$ cat src/rtl/epr_pkg.sv
`default_nettype none
package epr_pkg;

	localparam int FRAC_BITS_DEF    = 16;
	localparam int CORDIC_STEPS_DEF = 18;

	localparam longint Q30_PI         = 64'sd3373259426;
	localparam longint Q30_HALF_PI    = 64'sd1686629713;
	localparam longint Q30_TWO_PI     = 64'sd6746518852;
	localparam longint Q30_QUARTER_PI = 64'sd843314857;
	localparam longint Q30_GAIN       = 64'sd652032874;

	localparam int ZW = 34;

	localparam logic [2:0] REG_AXIS_A   = 3'd0;
	localparam logic [2:0] REG_AXIS_B   = 3'd1;
	localparam logic [2:0] REG_CENTRE_X = 3'd2;
	localparam logic [2:0] REG_CENTRE_Y = 3'd3;
	localparam logic [2:0] REG_ROTATION = 3'd4;

	typedef struct packed {
		logic signed [ZW-1:0] x;
		logic signed [ZW-1:0] y;
		logic signed [ZW-1:0] z;
		logic                 flip;
	} cordic_t;

	// restoring division, elaboration use only
	function automatic longint unsigned udiv64(longint unsigned n, longint unsigned d);
		longint unsigned qq;
		longint unsigned rr;
		qq = '0;
		rr = '0;
		for (int k = 63; k >= 0; k--) begin
			rr = {rr[62:0], n[k]};
			if (rr >= d) begin
				rr = rr - d;
				qq[k] = 1'b1;
			end
		end
		return qq;
	endfunction

	// arctan(2^-i) in Q30 from the series in Q60
	function automatic longint atan_q30(int i);
		longint acc;
		longint term;
		int     e;
		acc = 0;
		if (i == 0) return Q30_QUARTER_PI;
		for (int k = 0; k < 32; k++) begin
			e = 60 - i * (2 * k + 1);
			if (e >= 0) begin
				term = longint'(udiv64(64'd1 << e, longint'(2 * k + 1)));
				acc = (k % 2 == 1) ? acc - term : acc + term;
			end
		end
		return (acc + (64'sd1 <<< 29)) >>> 30;
	endfunction

	function automatic logic signed [31:0] sat32(logic signed [35:0] v);
		if (v > 36'sd2147483647) return 32'sh7fffffff;
		if (v < -36'sd2147483648) return 32'sh80000000;
		return v[31:0];
	endfunction

endpackage
`default_nettype wire

$ cat src/rtl/epr_cordic_cell.sv
`default_nettype none
module epr_cordic_cell #(
	parameter int STEP = 0
) (
	input  wire logic        clk,
	input  epr_pkg::cordic_t cell_in,
	output epr_pkg::cordic_t cell_out
);
	localparam longint AT = epr_pkg::atan_q30(STEP);

	logic signed [epr_pkg::ZW-1:0] dx;
	logic signed [epr_pkg::ZW-1:0] dy;

	assign dx = cell_in.y >>> STEP;
	assign dy = cell_in.x >>> STEP;

	always_ff @(posedge clk) begin
		cell_out.flip <= cell_in.flip;
		if (cell_in.z >= 0) begin
			cell_out.x <= cell_in.x - dx;
			cell_out.y <= cell_in.y + dy;
			cell_out.z <= cell_in.z - epr_pkg::ZW'(AT);
		end else begin
			cell_out.x <= cell_in.x + dx;
			cell_out.y <= cell_in.y - dy;
			cell_out.z <= cell_in.z + epr_pkg::ZW'(AT);
		end
	end
endmodule
`default_nettype wire

$ cat config.mk
export PLATFORM = sky130hd
export DESIGN_NAME = epr_cordic_cell
export DESIGN_NICKNAME = d
export VERILOG_FILES = /design/src/rtl/epr_pkg.sv /design/src/rtl/epr_cordic_cell.sv
export SDC_FILE = /design/constraint.sdc
export NUM_CORES = 1
export LEC_CHECK = 0
export ABC_CLOCK_PERIOD_IN_PS = 7900
export BUFFER_PORTS_ARGS = -buffer_cell sky130_fd_sc_hd__buf_2
export CAP_MARGIN = 10
export CORE_MARGIN = 10
export CORE_UTILIZATION = 40
export DETAILED_ROUTE_END_ITERATION = 8
export PLACE_DENSITY = 0.67
export SETUP_SLACK_MARGIN = 0.5
export SLEW_MARGIN = 15
export SYNTH_ARGS = -nofsm -noshare
export SYNTH_HDL_FRONTEND = slang
export SYNTH_SLANG_ARGS = --single-unit
$ cat constraint.sdc
create_clock -name clk -period 7.9 [get_ports clk]
set_input_delay 1.185 -clock clk [delete_from_list [all_inputs] [get_ports clk]]
set_output_delay 1.185 -clock clk [all_outputs]
set_load 0.02 [all_outputs]
==> impl_metrics.json <==
{
  "outcome": "completed",
  "synth_area_per_cell_um2": 7.74,
  "clkSinkCount": 102,
  "yosys_warnings": 0,
  "path_buf_inv": 4,
  "finalWirelength_um": 31600,
  "crit_chain": "buf_2, inv_1, ha_1, nor4b_1, nand4_1, nor3_1, nand2b_2, inv_2, buf_4, ha_1, a21o_1, a21oi_1, o21ai_0, a21o_1, a2111o_1, o221ai_1, nand3_1, o311a_1",
  "fin_area_um2": 11100,
  "antenna_found_initial": 1,
  "min_period_ps": 5400,
  "synth_area_um2": 9630,
  "cp.arrival_ps": 5660,
  "cts_setup_buffers": 0,
  "layout_common_cells": "206 x buf_2, 165 x a21oi_1, 132 x ha_1",
  "power_density_nw_per_um2": 186,
  "drt-initial-drc-count": 980,
  "viasPerCell": 5.59,
  "largest_register_ffs": 102,
  "combPwrFrac_pct": 46.6,
  "p_sw_share_pct": 42.4,
  "dieArea_um2": 30700,
  "vdd_drop_max_mv": 0.0945,
  "rows": 56,
  "hold_path_depth": 1,
  "finalSetupTns_ps": 0,
  "async_flop_share_pct": 0,
  "grt_pass1_wl_um": 50300,
  "drv_cap": 0,
  "cts_resized": 0,
  "post_drt_wl_per_cell_um": 18.2,
  "top_register": "cell_out",
  "cts_tree": "yes",
  "maxSlewViolCount": 0,
  "die_h_um": 175,
  "syn_nets": 1485,
  "fin_crit_sh_pct": 68.4,
  "worstSetupStartpointType": "input port",
  "path_max_fanout": 69,
  "mostFrequentLayoutCell": "buf_2",
  "cts_root_buf": "clkbuf_16",
  "worst_pin_slew_ps": 801,
  "synth.ff_latch_count": 102,
  "synthCells": 1245,
  "cts_made_buffers": 9,
  "p_sw_mw": 0.877,
  "htreeDepth": 3,
  "slowest_stage": "nand2b_2",
  "critPathKind": "in2reg",
  "total_leakage_power_nw": 5.27,
  "hold_ws_ps": 923,
  "rsz0062_at_grt": "no",
  "dr.pass1.iters": 5,
  "grt.total_usage_pct": 19.9,
  "grt_max_degree": 70,
  "dieWidth_um": 175,
  "path_clk_slew_ps": 80,
  "clockBufferDepth": 2,
  "ys_seq_area_share_pct": 21.2,
  "top_regs": "cell_out: 102 flops",
  "pwr-share-seq_pct": 32.1,
  "relSlewSlack_pct": 45.9,
  "drive_gt1_share_pct": 18.3,
  "io_pins": 207,
  "post_dp_cell_area_um2": 10900,
  "fmax_mhz": 185,
  "initial_core_util_pct": 40.8,
  "gp_congestion": 0.937,
  "core_area_um2": 23600,
  "endpoint_kind": "flop",
  "io_buffer_count": 206,
  "fin_util_pct": 47.2,
  "ant_nets": 0,
  "nNetsFinal": 1657,
  "crit_path_max_incr_delay_ps": 650,
  "crit_family": "compound AO/OA/AOI/OAI gates",
  "hold_path_class": "in2reg",
  "finalHoldViolations": 0,
  "drcViolationCount": 0,
  "synth_edf_count": 0,
  "cts_hold_buf": 0,
  "hpwlAfterDp_um": 25600,
  "overflow": 0,
  "syn2layout_area_growth_pct": 15.7,
  "finalPower_mw": 2.07,
  "ys_types": 84,
  "power_frac_clock_pct": 21.3,
  "vias": 9746,
  "p_int_mw": 1.19,
  "crit_required_ps": 8160,
  "grt_pass1_vias": 9641,
  "synthFlopType": "dfxtp_1",
  "final-setup-viol-count": 0,
  "worst-path-stages": 18
}
-- cell type report --
cell class                 count  area [um^2]
antenna                        1         2.50
clock buffer                   9          225
clock inverter                 7         52.6
fill                        2438        12500
inverter                     125          469
multi-input combinational    971         6910
sequential                   102         2040
tap                          319          399
timing repair buffer         208         1050
-- power by group through the flow --
stage               logic, mW  clock network, mW  registers (mW)
floorplan               0.489                  0           0.832
global placement        0.955                  0           0.674
detailed placement      0.955                  0           0.676
CTS                     0.962              0.453           0.666
global route             1.05              0.475           0.677
finish                  0.965              0.441           0.665
-- cells in the mapped netlist, types with 18 or more instances --
library cell	instances	area, um^2
o21ai_0	76	380
o21bai_1	29	218
clkbuf_1	26	97.6
nor3_1	21	105
nand4_1	18	113
nand3_1	24	120
nand2b_1	18	113
ha_1	132	1650
inv_1	119	447
dfxtp_1	102	2040
a21oi_1	165	826
xnor2_1	78	683
nand2_1	68	255
nor2_1	93	349
a21o_1	31	233
-- per-stage QoR --
| stage | std cells | worst slack (ps) |
|---|---|---|
| final | 1742 | 2500 |
| after global placement | 1725 | 2320 |
| after global routing | 1742 | 2150 |
| after floorplan | 1245 | 2900 |
| after detailed placement | 1725 | 2170 |
| after CTS | 1741 | 2560 |
-- metal layers --
metal / global-route usage [%] / vias to the layer above / routed length (um)
met4: 6.68 / 0 / 819
met2: 33.5 / 432 / 14800
met3: 4.27 / 60 / 2520
met1: 24.5 / 4506 / 13500
met5: 0 / - / 0
li1: - / 4748 / -
-- final timing paths --
check	startpoint	end
min	cell_in[0]	cell_out[0]
max	cell_in[34]	cell_out[33]
-- kinds of logic after synthesis --
| family | Yosys count | synth area share (%) |
|---|---|---|
| AND/OR/NAND/NOR | 308 | 15.6 |
| adder cells (fa/ha/maj) | 136 | 18.0 |
| AO/OA/AOI/OAI | 425 | 28.8 |
| buffers and inverters | 172 | 7.07 |
| multiplexers | 10 | 1.04 |
| XOR/XNOR | 92 | 8.36 |
| flip-flops | 102 | 21.2 |
Power figures use the tool's default switching activity.
